## src/rtl/core/krc_pkg.sv

```systemverilog
`timescale 1ns / 1ps
// ----------------------------------------------------------------------------
// krc_pkg
// Types and constants shared by the knock retard controller files.
// ----------------------------------------------------------------------------
package krc_pkg;

  localparam int CYL_W     = 2;
  localparam int RETARD_W  = 8;
  localparam int COUNT_W   = 8;
  localparam int THRESH_W  = 12;
  localparam int CFG_IDX_W = 3;
  localparam int CFG_W     = 12;

  localparam logic [THRESH_W-1:0] THRESHOLD_RESET = 12'd2048;
  localparam logic [THRESH_W-1:0] THRESHOLD_MAX   = 12'd4095;
  localparam logic [COUNT_W-1:0]  COUNT_MAX       = 8'd255;

  typedef enum logic [1:0] {
    OP_OPEN  = 2'd0,
    OP_CLOSE = 2'd1,
    OP_PULSE = 2'd2,
    OP_CYCLE = 2'd3
  } krc_op_e;

  typedef enum logic [CFG_IDX_W-1:0] {
    REG_PULSE_LIMIT     = 3'd0,
    REG_RETARD_STEP     = 3'd1,
    REG_RETARD_LIMIT    = 3'd2,
    REG_RECOVERY_STEP   = 3'd3,
    REG_RECOVERY_DELAY  = 3'd4,
    REG_THR_KNOCK_STEP  = 3'd5,
    REG_THR_CLEAN_STEP  = 3'd6,
    REG_CLEAN_LIMIT     = 3'd7
  } krc_reg_e;

  typedef struct packed {
    logic [1:0]       op;
    logic [CYL_W-1:0] cylinder;
  } krc_in_t;

  typedef struct packed {
    logic [RETARD_W-1:0] retard_tenths;
    logic [THRESH_W-1:0] detector_threshold;
    logic                threshold_written;
    logic                window_is_open;
    logic [COUNT_W-1:0]  pulse_count;
  } krc_out_t;

  typedef struct packed {
    logic [COUNT_W-1:0]  pulse_limit;
    logic [RETARD_W-1:0] retard_step;
    logic [RETARD_W-1:0] retard_limit;
    logic [RETARD_W-1:0] recovery_step;
    logic [COUNT_W-1:0]  recovery_delay;
    logic [THRESH_W-1:0] threshold_knock_step;
    logic [THRESH_W-1:0] threshold_clean_step;
    logic [COUNT_W-1:0]  clean_cycles_limit;
  } krc_cfg_t;

  // state of one cylinder plus the shared counters, as seen by the cycle unit
  typedef struct packed {
    logic [COUNT_W-1:0]  pulse;
    logic [COUNT_W-1:0]  clean;
    logic [RETARD_W-1:0] retard;
    logic [COUNT_W-1:0]  global_clean;
    logic [THRESH_W-1:0] threshold;
  } krc_cyc_in_t;

  typedef struct packed {
    logic [COUNT_W-1:0]  clean;
    logic [RETARD_W-1:0] retard;
    logic [COUNT_W-1:0]  global_clean;
    logic [THRESH_W-1:0] threshold;
    logic                wrote;
  } krc_cyc_out_t;

endpackage

```

## src/rtl/core/krc_cycle_unit.sv

```systemverilog
`timescale 1ns / 1ps
// ----------------------------------------------------------------------------
// krc_cycle_unit
// End-of-cycle update for one cylinder: knock retard, clean-run recovery and
// detector threshold adjustment.
// ----------------------------------------------------------------------------
module krc_cycle_unit
  import krc_pkg::*;
(
  input  krc_cfg_t     cfg,
  input  krc_cyc_in_t  cur,
  output krc_cyc_out_t upd
);

  logic                knock;
  logic [RETARD_W:0]   retard_sum;
  logic [COUNT_W-1:0]  clean_inc;
  logic [COUNT_W-1:0]  global_inc;
  logic [THRESH_W-1:0] thr_room;

  assign knock      = cur.pulse > cfg.pulse_limit;
  assign retard_sum = {1'b0, cur.retard} + {1'b0, cfg.retard_step};
  assign clean_inc  = (cur.clean < COUNT_MAX) ? cur.clean + 8'd1 : cur.clean;
  assign global_inc = (cur.global_clean < COUNT_MAX) ? cur.global_clean + 8'd1
                                                     : cur.global_clean;
  assign thr_room   = THRESHOLD_MAX - cfg.threshold_clean_step;

  always_comb begin
    upd.clean        = cur.clean;
    upd.retard       = cur.retard;
    upd.global_clean = cur.global_clean;
    upd.threshold    = cur.threshold;
    upd.wrote        = 1'b0;
    if (knock) begin
      upd.retard       = (retard_sum > {1'b0, cfg.retard_limit}) ? cfg.retard_limit
                                                                 : retard_sum[RETARD_W-1:0];
      upd.clean        = '0;
      upd.global_clean = '0;
      upd.threshold    = (cur.threshold >= cfg.threshold_knock_step)
                         ? cur.threshold - cfg.threshold_knock_step : '0;
      upd.wrote        = 1'b1;
    end else begin
      upd.clean = clean_inc;
      if (clean_inc >= cfg.recovery_delay && cur.retard >= cfg.recovery_step) begin
        upd.retard = cur.retard - cfg.recovery_step;
      end
      upd.global_clean = global_inc;
      if (global_inc >= cfg.clean_cycles_limit) begin
        upd.threshold    = (cur.threshold <= thr_room)
                           ? cur.threshold + cfg.threshold_clean_step : THRESHOLD_MAX;
        upd.wrote        = 1'b1;
        upd.global_clean = '0;
      end
    end
  end

endmodule

```

## src/rtl/core/knock_retard_controller.sv

```systemverilog
`timescale 1ns / 1ps
// ----------------------------------------------------------------------------
// knock_retard_controller
// Per-cylinder knock detection window, pulse counting and ignition retard.
// ----------------------------------------------------------------------------
// Usage:
//   in_item  (op, cylinder) beats arrive on in_valid/in_ready. Each beat gives
//   exactly one out_item beat on out_valid/out_ready, in order.
//   cfg_write/cfg_index/cfg_data write one of eight tuning registers;
//   write them only while no beat is in flight.
// Path: an accepted beat waits in the input register; when the output register
//   can load, it is applied to the cylinder state and its result is registered
//   into out_item.
// Throughput: one beat per clock while out_ready is high. All state is a few small
//   registers updated by one pass of compare/add logic, so the input register
//   feeds the result register every cycle unless the output stalls.
// Stall: when out_ready is low the result holds; the input register keeps
//   one more beat, then in_ready drops until the result is taken.
// Reset (rst, synchronous): counters and retard clear, detector threshold
//   goes to 2048, window closes, registers return to defaults, no beat is
//   held.
// ----------------------------------------------------------------------------
module knock_retard_controller
  import krc_pkg::*;
#(
  parameter int CYLINDERS = 4
) (
  input  logic                 clk,
  input  logic                 rst,
  input  logic                 in_valid,
  output logic                 in_ready,
  input  krc_in_t              in_item,
  output logic                 out_valid,
  input  logic                 out_ready,
  output krc_out_t             out_item,
  input  logic                 cfg_write,
  input  logic [CFG_IDX_W-1:0] cfg_index,
  input  logic [CFG_W-1:0]     cfg_data
);

  localparam logic [CYL_W:0] CYL_COUNT = (CYL_W + 1)'(CYLINDERS);

  krc_cfg_t cfg;

  logic    s1_valid;
  krc_in_t s1_item;
  logic    out_load;
  logic    advance;

  logic [COUNT_W-1:0]  pulse  [CYLINDERS];
  logic [COUNT_W-1:0]  clean  [CYLINDERS];
  logic [RETARD_W-1:0] retard [CYLINDERS];
  logic [COUNT_W-1:0]  global_clean;
  logic [THRESH_W-1:0] threshold;
  logic [CYL_W-1:0]    window_sel;
  logic                window_flag;

  logic [COUNT_W-1:0]  pulse_next  [CYLINDERS];
  logic [COUNT_W-1:0]  clean_next  [CYLINDERS];
  logic [RETARD_W-1:0] retard_next [CYLINDERS];
  logic [COUNT_W-1:0]  global_clean_next;
  logic [THRESH_W-1:0] threshold_next;
  logic [CYL_W-1:0]    window_sel_next;
  logic                window_flag_next;

  krc_op_e      op;
  logic         present;
  krc_cyc_in_t  cyc_cur;
  krc_cyc_out_t cyc_upd;
  krc_out_t     result;

  assign out_load = !out_valid || out_ready;
  assign advance  = s1_valid && out_load;
  assign in_ready = !s1_valid || out_load;

  assign op      = krc_op_e'(s1_item.op);
  assign present = {1'b0, s1_item.cylinder} < CYL_COUNT;

  // selected cylinder state into the cycle unit
  always_comb begin
    cyc_cur.pulse        = '0;
    cyc_cur.clean        = '0;
    cyc_cur.retard       = '0;
    cyc_cur.global_clean = global_clean;
    cyc_cur.threshold    = threshold;
    for (int i = 0; i < CYLINDERS; i++) begin
      if (s1_item.cylinder == CYL_W'(i)) begin
        cyc_cur.pulse  = pulse[i];
        cyc_cur.clean  = clean[i];
        cyc_cur.retard = retard[i];
      end
    end
  end

  krc_cycle_unit u_cycle (
    .cfg (cfg),
    .cur (cyc_cur),
    .upd (cyc_upd)
  );

  always_comb begin
    pulse_next        = pulse;
    clean_next        = clean;
    retard_next       = retard;
    global_clean_next = global_clean;
    threshold_next    = threshold;
    window_sel_next   = window_sel;
    window_flag_next  = window_flag;
    result.threshold_written = 1'b0;
    case (op)
      OP_OPEN: begin
        if (present) begin
          window_sel_next  = s1_item.cylinder;
          window_flag_next = 1'b1;
        end
      end
      OP_CLOSE: begin
        if (present && window_flag && window_sel == s1_item.cylinder) begin
          window_flag_next = 1'b0;
        end
      end
      OP_PULSE: begin
        // counts against the open window's cylinder, not the beat's
        if (window_flag) begin
          for (int i = 0; i < CYLINDERS; i++) begin
            if (window_sel == CYL_W'(i) && pulse[i] < COUNT_MAX) begin
              pulse_next[i] = pulse[i] + 8'd1;
            end
          end
        end
      end
      default: begin
        if (present) begin
          for (int i = 0; i < CYLINDERS; i++) begin
            if (s1_item.cylinder == CYL_W'(i)) begin
              pulse_next[i]  = '0;
              clean_next[i]  = cyc_upd.clean;
              retard_next[i] = cyc_upd.retard;
            end
          end
          global_clean_next        = cyc_upd.global_clean;
          threshold_next           = cyc_upd.threshold;
          result.threshold_written = cyc_upd.wrote;
        end
      end
    endcase

    // missing cylinders report zero
    result.retard_tenths = '0;
    result.pulse_count   = '0;
    for (int i = 0; i < CYLINDERS; i++) begin
      if (s1_item.cylinder == CYL_W'(i)) begin
        result.retard_tenths = retard_next[i];
        result.pulse_count   = pulse_next[i];
      end
    end
    result.detector_threshold = threshold_next;
    result.window_is_open     = window_flag_next;
  end

  always_ff @(posedge clk) begin
    if (rst) begin
      s1_valid     <= 1'b0;
      out_valid    <= 1'b0;
      global_clean <= '0;
      threshold    <= THRESHOLD_RESET;
      window_sel   <= '0;
      window_flag  <= 1'b0;
      for (int i = 0; i < CYLINDERS; i++) begin
        pulse[i]  <= '0;
        clean[i]  <= '0;
        retard[i] <= '0;
      end
    end else begin
      if (in_ready) begin
        s1_valid <= in_valid;
      end
      if (out_load) begin
        out_valid <= s1_valid;
      end
      if (advance) begin
        pulse        <= pulse_next;
        clean        <= clean_next;
        retard       <= retard_next;
        global_clean <= global_clean_next;
        threshold    <= threshold_next;
        window_sel   <= window_sel_next;
        window_flag  <= window_flag_next;
      end
    end
  end

  always_ff @(posedge clk) begin
    if (in_valid && in_ready) begin
      s1_item <= in_item;
    end
    if (advance) begin
      out_item <= result;
    end
  end

  always_ff @(posedge clk) begin
    if (rst) begin
      cfg.pulse_limit          <= 8'd3;
      cfg.retard_step          <= 8'd20;
      cfg.retard_limit         <= 8'd100;
      cfg.recovery_step        <= 8'd1;
      cfg.recovery_delay       <= 8'd10;
      cfg.threshold_knock_step <= 12'd130;
      cfg.threshold_clean_step <= 12'd65;
      cfg.clean_cycles_limit   <= 8'd100;
    end else if (cfg_write) begin
      unique case (krc_reg_e'(cfg_index))
        REG_PULSE_LIMIT:     cfg.pulse_limit          <= cfg_data[COUNT_W-1:0];
        REG_RETARD_STEP:     cfg.retard_step          <= cfg_data[RETARD_W-1:0];
        REG_RETARD_LIMIT:    cfg.retard_limit         <= cfg_data[RETARD_W-1:0];
        REG_RECOVERY_STEP:   cfg.recovery_step        <= cfg_data[RETARD_W-1:0];
        REG_RECOVERY_DELAY:  cfg.recovery_delay       <= cfg_data[COUNT_W-1:0];
        REG_THR_KNOCK_STEP:  cfg.threshold_knock_step <= cfg_data[THRESH_W-1:0];
        REG_THR_CLEAN_STEP:  cfg.threshold_clean_step <= cfg_data[THRESH_W-1:0];
        REG_CLEAN_LIMIT:     cfg.clean_cycles_limit   <= cfg_data[COUNT_W-1:0];
      endcase
    end
  end

endmodule

```

## config.mk

```make
export PLATFORM = sky130hd
export DESIGN_NAME = knock_retard_controller
export DESIGN_NICKNAME = d
export VERILOG_FILES = /design/src/rtl/core/krc_pkg.sv /design/src/rtl/core/krc_cycle_unit.sv /design/src/rtl/core/knock_retard_controller.sv
export SDC_FILE = /design/constraint.sdc
export NUM_CORES = 1
export LEC_CHECK = 0
export BUFFER_PORTS_ARGS = -buffer_cell sky130_fd_sc_hd__buf_4
export CAP_MARGIN = 5
export CORE_MARGIN = 8
export CORE_UTILIZATION = 63
export DETAILED_ROUTE_END_ITERATION = 12
export PLACE_DENSITY_LB_ADDON = 0.1
export SLEW_MARGIN = 20
export SYNTH_ARGS = -nofsm -noshare
export SYNTH_HDL_FRONTEND = slang
export SYNTH_HIERARCHICAL = 1
export SYNTH_SLANG_ARGS = --single-unit
```

## constraint.sdc

```tcl
create_clock -name clk -period 5.65 [get_ports clk]
set_input_delay 1.13 -clock clk [delete_from_list [all_inputs] [get_ports clk]]
set_output_delay 1.13 -clock clk [all_outputs]
set_load 0.02 [all_outputs]
```

# After elaboration in Yosys (flattened, before gate mapping)
# Index checks and enable logic that the tools add are counted.
word_totals:
  ff_bits: 227
  out_inout_bits: 32
op_classes:
  add_sub_neg: 11
  order_cmp: 13
  eq_ne: 16
  n_mux: 38
  n_bitwise: 1
  reduce_logical: 32
op_table:
  columns: ["op", "count"]
  rows:
  - ["$mux W8", 24]
  - ["$mux W24", 4]
  - ["$mux W32", 2]
  - ["$pmux W32 S2", 1]
  - ["$add A8 B1 Y8 const B", 6]
  - ["$lt A8 B8 Y1 const B", 6]
  - ["$mux W37", 1]
  - ["$mux W12", 3]
  - ["$ge A8 B8 Y1", 3]
  - ["$mux W21", 1]
  - ["$reduce_and A2 Y1", 10]
  - ["$add A12 B12 Y12", 1]
  - ["$eq A3 B3 Y1 const B", 4]
  - ["$ge A12 B12 Y1", 1]
  - ["$le A12 B12 Y1", 1]
  - ["$reduce_and A3 Y1", 4]
  - ["$sub A12 B12 Y12", 1]
  - ["$sub A12 B12 Y12 const A", 1]
  - ["$eq A2 B2 Y1 const B", 5]
  - ["$add A8 B8 Y9", 1]
  - ["$gt A9 B8 Y1", 1]
  - ["$gt A8 B8 Y1", 1]
  - ["$logic_and A1 B1 Y1", 8]
  - ["$sub A8 B8 Y8", 1]
  - ["other kinds (13)", 20]

# Logic depth before layout (Yosys ltp)
# Gate-level depths: netlist of the first run.
depth:
  word_depth: 17
  depth_mapped: 19
  mapped_depth_nobuf: 17

# Cells and area by module
# Netlist of the first run, hierarchy kept.
by_module_without_submodules:
  columns: ["mod", "n_inst", "cells_each", "area_each_um2", "seq_area_each_um2"]
  rows:
  - ["knock_retard_controller", 1, 1223, 10047.1, 4884.7]
  - ["krc_cycle_unit", 1, 478, 3478.3, 0.0]

# Worst setup path before layout of the first run
# OpenSTA, ideal clock, no wires.
synth_path:
  kind: "reg-to-reg"
  start: "register s1_item[0] (netlist bit)"
  end: "register out_item[22] (netlist bit), data pin"
  setup_ns: 0.131
  arrival_ns: 4.560
  slack_ns: 0.959
  stages_incl_launch_ff: 18
  path_buffers: 1
  cell_sequence: "edfxtp_1 -> buf_1 -> mux4_2 -> ha_1 -> and3_1 -> and3_1 -> nand3_1 -> mux2_2 -> ha_1 -> nand2_1 -> o21ai_0 -> a21oi_1 -> o21a_1 -> nor3_4 -> mux2_2 -> mux2i_1 -> nand2_1 -> nand2_1"
synth_rtl:
  columns: ["element", "line", "rtl"]
  rows:
  - ["from (decl)", "knock_retard_controller.sv:46", "krc_in_t s1_item;"]
  - ["from (signal assigned)", "knock_retard_controller.sv:195", "s1_item <= in_item;"]
  - ["to (signal assigned)", "knock_retard_controller.sv:198", "out_item <= result;"]
  - ["to (decl)", "knock_retard_controller.sv:35", "output krc_out_t out_item,"]

==> results.toml, run 1 <==
[setup_path]
rrSetupSlack_ps = 540
path_buf_inv = 1
cpMaxStageDelayCell = "edfxtp_1"
reg2reg_depth = 17
r2r-start = "s1_item[0]$_DFFE_PP_"
path_cells = "buf_4 -> mux4_2 -> ha_1 -> fa_1 -> a211oi_1 -> o21bai_1 -> a21o_1 -> xor2_1 -> ha_1 -> a2111oi_0 -> o21ai_0 -> o22ai_1 -> o21ai_2 -> mux2i_1 -> mux2i_1 -> nand2_1 -> a21oi_1"
crit_family = "compound AO/OA/AOI/OAI gates"
worstPathArrival_ps = 5580
critPathLaunchType = "flop"
cp.depth = 17
endpoint = "retard[27]$_SDFFE_PP0P_"
worstReg2RegEnd = "retard[27]$_SDFFE_PP0P_"
path_max_fanout = 9
end_kind = "flop"
max_stage_delay_ps = 720
worstPathRequired_ps = 6110
worstSetupPathType = "flop to flop"
cp-startpoint = "s1_item[0]$_DFFE_PP_"

[timing]
worst_slew_pin_slew_ps = 1140
setup_viol = 0
post-route-period-util_pct = 90.5
post-route-min-period_ps = 5110
slew_headroom_pct = 23.2
hold_viol_final = 0
max_freq_ghz = 0.196
tns_ps = 0
report.final.slew_viol_count = 0
finClkSkew_ps = 25.8
rsz0062_at_grt = "no"

[routing]
ant_nets = 0
drt_wl_total_um = 37400
vias = 12600
wl_per_cell_um = 18.7
drc = 0
drtIter0Drc = 1155
via_per_inst = 6.27
dr.pass1.iters = 6

[clock_network]
cts_hold_buf = 0
cts_buffer_depth = 3
h-tree-depth = 1
cts_setup_buffers = 0
clk_latency_ps = 540
cts-root-buf = "clkbuf_16"
cts_resized = 0
cts_buffers = 26
cts_tree = "done"
cts.reportedPaths.clkPinSlew_ps = 60
cts_sinks = 227

[grt]
grt_pass1_vias = 11600
grt_max_degree = 153
grt_pass1_wl_um = 59800
gr-total-overflow = 0
antenna_found_initial = 0
grt_use_total_pct = 27.5

[finish]
syn_to_final_growth_pct = 10.4
instances_no_fill = 2003
drive_above_1_share_pct = 9.26
antenna_cells = 0
final_nets = 1815

[yosys]
synth.area.top_cells = "dfxtp_1, nand2_1, edfxtp_1"
synthArstFlopShare_pct = 0
syn_area_per_cell_um2 = 7.95
synth-seq-area-share_pct = 36.1
synth-seq-cells = 227
yosysTopAreaCell = "dfxtp_1"
synthAdderAreaFrac_pct = 7.90
synth_top_family_by_area = "simple AND/OR/NAND/NOR gates"
syn-num-nets = 1808
syn_area_um2 = 13500
synthSimpleGateAreaFrac_pct = 24.4
yosys.area_share.xor_xnor_pct = 2.14
synthFlopType = "dfxtp_1"
synth_compound_area_share_pct = 17.8
synth_most_common_cell = "nand2_1"
synth_cells = 1701
ys_types = 77
synth_edf_count = 34
synth.area.mux_share_pct = 6.79
synth_commonest_cells = "nand2_1, a21oi_1, dfxtp_1, nor2_1, ha_1"
synth_top_area_share_pct = 28.6
ys_warn_count = 6

[min_path]
hold_path_class = "flop to flop"

[power_and_ir_drop]
power.density_nw_per_um2 = 244
p_total_uw = 3650
p_leak_uw = 0.00578
vdd_drop_max_uv = 218

[job]
drv_cap = 0

[status]
status = "finished clean"

[floorplanning]
dieArea_um2 = 26400
rows = 53
die_y_um = 163
core_um2 = 21000
ios = 56
start_util_pct = 64.3
die_w_um = 163

[placed_design]
globalplace.congestion = 0.914
dp_cells = 1954
dp_hpwl_um = 25700
port_buffers = 55
[metal layers]
| layer | GRT usage (%) | vias up | part of all wire [%] |
|---|---|---|---|
| li1 | - | 5989 | - |
| met1 | 35.6 | 5960 | 42 |
| met2 | 46.3 | 500 | 47 |
| met3 | 3.69 | 103 | 7.2 |
| met4 | 9.97 | 0 | 3.4 |
| met5 | 0 | - | 0 |
[cells by family after synthesis]
logic type      count (synthesis)
simple gates                  738
buf+inv                       165
flops                         227
fa+ha+maj                      83
mux                            61
xor+xnor                       33
compound gates                394
[layout by cell type, fill, tap and decap left out, drive strengths merged, types with 17 or more instances in the layout]
cell type / instances
nand2: 441
a21oi: 195
dfxtp: 193
nor2: 91
ha: 79
buf: 75
inv: 69
o21ai: 57
nand3: 42
clkbuf: 41
edfxtp: 34
mux2i: 31
nor3: 30
mux4: 24
nand3b: 22
a21o: 21
nand4: 20
xnor2: 20
nor2b: 19
and3: 17
[worst min path at each step]
stage | startpoint | to | cells past startpoint
6_report | retard[3]$_SDFFE_PP0P_ | retard[3]$_SDFFE_PP0P_ | 2
5_1_grt | clean[5]$_SDFFE_PP0P_ | clean[5]$_SDFFE_PP0P_ | 2
4_1_cts | retard[3]$_SDFFE_PP0P_ | retard[3]$_SDFFE_PP0P_ | 2
3_5_place_dp | retard[3]$_SDFFE_PP0P_ | retard[3]$_SDFFE_PP0P_ | 2
3_3_place_gp | retard[4]$_SDFFE_PP0P_ | retard[4]$_SDFFE_PP0P_ | 2
2_1_floorplan | clean[10]$_SDFFE_PP0P_ | clean[10]$_SDFFE_PP0P_ | 2
[where the power goes]
part           switching [µW]  leakage [µW]  internal [µW]
logic                     174       0.00346           88.0
registers                22.1       0.00189           1670
clock network             676      0.000431           1020
[registers in the layout, indices dropped and copies added, names as in the netlist]
register / count
op: 2
out_item: 30
global_clean: 8
clean: 32
window_flag: 1
retard: 32
s1_valid: 1
s1_item: 2
threshold: 12
pulse: 32
window_sel: 2
cfg: 72
out_valid: 1
[cell type report]
class | count | area (µm²)
clock buffer | 41 | 808
clock inverter | 7 | 67.6
fill | 1692 | 6090
inverter | 69 | 259
multi-input combinational | 1309 | 7980
sequential | 227 | 4880
tap | 275 | 344
timing repair buffer | 75 | 587
[stage by stage]
step | utilization, % | setup WS, ps | hold slack (ps) | cell area [µm²]
after floorplan | - | 959 | 433 | 13500
after global placement | 66.7 | 769 | 438 | 14000
after detailed placement | 66.7 | 660 | 446 | 14000
after CTS | 70.9 | 563 | 454 | 14900
after global routing | 71.0 | 164 | 468 | 14900
final | 71.0 | 536 | 452 | 14900
[worst reg2reg max path, stage by stage (launching register included)]
cell	delay, ps
edfxtp_1	720
buf_4	260
mux4_2	530
ha_1	230
fa_1	430
a211oi_1	280
o21bai_1	110
a21o_1	210
xor2_1	190
ha_1	290
a2111oi_0	320
o21ai_0	140
o22ai_1	190
o21ai_2	200
mux2i_1	180
mux2i_1	460
nand2_1	140
a21oi_1	160
(Power assumes the default switching activity.)
==> run 2: changes to the inputs <==
ABC_AREA = 1   (was not set)
==> run 2 against run 1 <==
Effect of this change: sequential power is 4% higher; first-iteration DRC count is 21% higher; non-clock buffer count is 9 lower; total power rose by 9.5%; fmax grew 1.4%; area after synthesis rose by 5.4%; largest cell class unchanged.
==> results.toml, run 2 <==
[status]
status = "finished clean"

[yosys]
yosysTopAreaCell = "dfxtp_1"
synth-seq-area-share_pct = 34.3
synth_most_common_cell = "nand2_1"
ys_types = 54
synth.area.top_cells = "dfxtp_1, nand2_1, nor2_1"
syn-num-nets = 2228
syn_area_um2 = 14300
synthFlopType = "dfxtp_1"
synth-seq-cells = 227
synth_edf_count = 34
syn_area_per_cell_um2 = 6.72
synthArstFlopShare_pct = 0
synth_top_area_share_pct = 27.1
synth_commonest_cells = "nand2_1, nor2_1, inv_1, o21ai_0, dfxtp_1"
ys_warn_count = 6
synth_cells = 2121

[floorplanning]
core_um2 = 22400
ios = 56
dieArea_um2 = 27700
die_w_um = 166
rows = 55
start_util_pct = 63.6
die_y_um = 166

[setup_path]
worstPathRequired_ps = 5920
worstPathArrival_ps = 5310
end_kind = "flop"
cpMaxStageDelayCell = "edfxtp_1"
worstSetupPathType = "flop to flop"
path_max_fanout = 13
max_stage_delay_ps = 470
crit_path_frequent_cell = "nand2_1"
critPathLaunchType = "flop"

[finish]
largest_reg_flops = 72
final_nets = 2237
regMostFlops = "cfg"
fill_cells = 1972
instances_no_fill = 2433
drive_above_1_share_pct = 8.66
syn_to_final_growth_pct = 8.60
seq_area_um2 = 4880
most-common-layout-cells = "nand2_1, nor2_1, inv_1, o21ai_0, dfxtp_1"
final_common_cell = "nand2_1"
multiInputGateArea_um2 = 7850
antenna_cells = 0

[grt]
grt_pass1_wl_um = 64900
antenna_found_initial = 0
grt_max_degree = 84
grt_pass1_vias = 13000
gr-total-overflow = 0
grt_use_total_pct = 28.0

[routing]
drtIter0Drc = 1394
dr.pass1.iters = 6
vias = 13800
via_per_inst = 5.69
ant_nets = 0
drc = 0
drt_wl_total_um = 39900
wl_per_cell_um = 16.4

[timing]
max_freq_ghz = 0.198
tns_ps = 0
rsz0062_at_grt = "no"
post-route-period-util_pct = 89.3
slew_headroom_pct = 30.9
finClkSkew_ps = 17.4
worst_slew_pin_slew_ps = 1030
post-route-min-period_ps = 5040
setup_viol = 0
report.final.slew_viol_count = 0
hold_viol_final = 0

[placed_design]
globalplace.congestion = 0.956
dp_hpwl_um = 28500
dp_cells = 2388
port_buffers = 55

[clock_network]
cts.reportedPaths.clkPinSlew_ps = 60
cts_tree = "done"
cts_resized = 0
cts_setup_buffers = 0
clk_latency_ps = 530
cts_sinks = 227
cts-root-buf = "clkbuf_16"
h-tree-depth = 1
cts_buffer_depth = 3
cts_buffers = 25
cts_hold_buf = 0

[min_path]
hold_path_class = "flop to flop"

[job]
drv_cap = 0

[power_and_ir_drop]
p_leak_uw = 0.00739
power.density_nw_per_um2 = 258
vdd_drop_max_uv = 206
run 2: changes by cell type in the layout (fill, tap and decap cells not counted), sizes merged, moves of 15 or more:
cell,change
nor2,+266
inv,+222
o21ai,+174
a21oi,-84
nand3,+74
mux2i,-31
nand4,+25
mux4,-24
nor2b,-19
nor3,-19
a21o,-16
nand3b,-16
and3,-15
run 2: cell type report:
cell class / count / share of cell area [%]
Sequential cell: 227 / 31.5
Timing Repair Buffer: 66 / 3.20
Clock inverter: 5 / 0.226
Clock buffer: 40 / 4.86
Multi-Input combinational cell: 1517 / 50.7
Tap cell: 285 / 2.30
Inverter: 293 / 7.14
run 2: metal layers:
metal | global-route usage [%] | vias up | share of wire, %
met2 | 47.0 | 496 | 46
met5 | 0 | - | 0
met3 | 3.26 | 84 | 6.7
li1 | - | 6894 | -
met1 | 36.7 | 6362 | 44
met4 | 9.60 | 0 | 3.1
run 2: cells by family after synthesis:
group	Yosys count	synth area share, %
xor+xnor	22	1.35
compound gates	409	15.9
simple gates	1003	30.3
flops	227	34.3
buf+inv	377	10.7
fa+ha+maj	83	7.49
run 2: final timing paths:
path	slack [ps]	cells past startpoint	start	end
worst max register to register	610	28	s1_item[1]$_DFFE_PP_	out_item[23]$_DFFE_PP_
worst min register to register	450	2	retard[3]$_SDFFE_PP0P_	retard[3]$_SDFFE_PP0P_
worst min-delay path	450	2	retard[3]$_SDFFE_PP0P_	retard[3]$_SDFFE_PP0P_
worst max-delay path	610	28	s1_item[1]$_DFFE_PP_	out_item[23]$_DFFE_PP_
run 2: metrics by stage:
stage	utilization, %	total power, µW	worst slack [ps]	instance area (µm²)	hold WS, ps
global route	69.0	4150	167	15500	483
floorplan	-	2260	1410	14300	429
CTS	69.0	3990	696	15500	456
finish	69.0	3990	605	15500	453
detailed placement	65.5	2430	705	14700	445
global placement	65.5	2420	879	14700	441
run 2: where the power goes:
part / switching, µW / internal [µW] / total, µW
Sequential: 52.2 / 1710 / 1760
Clock: 664 / 912 / 1580
Combinational: 457 / 201 / 658
Total: 1170 / 2820 / 3990
run 2: critical path, delay by kind of cell, from the launching register on:
kind                       cells  cell delay (ps)
buffers and inverters          2              190
xor gates and xnor gates       1              200
AOI/OAI and AO/OA              5              690
DFF                            1              470
and+or+nand+nor               17             2230
adders and majority gates      3              980
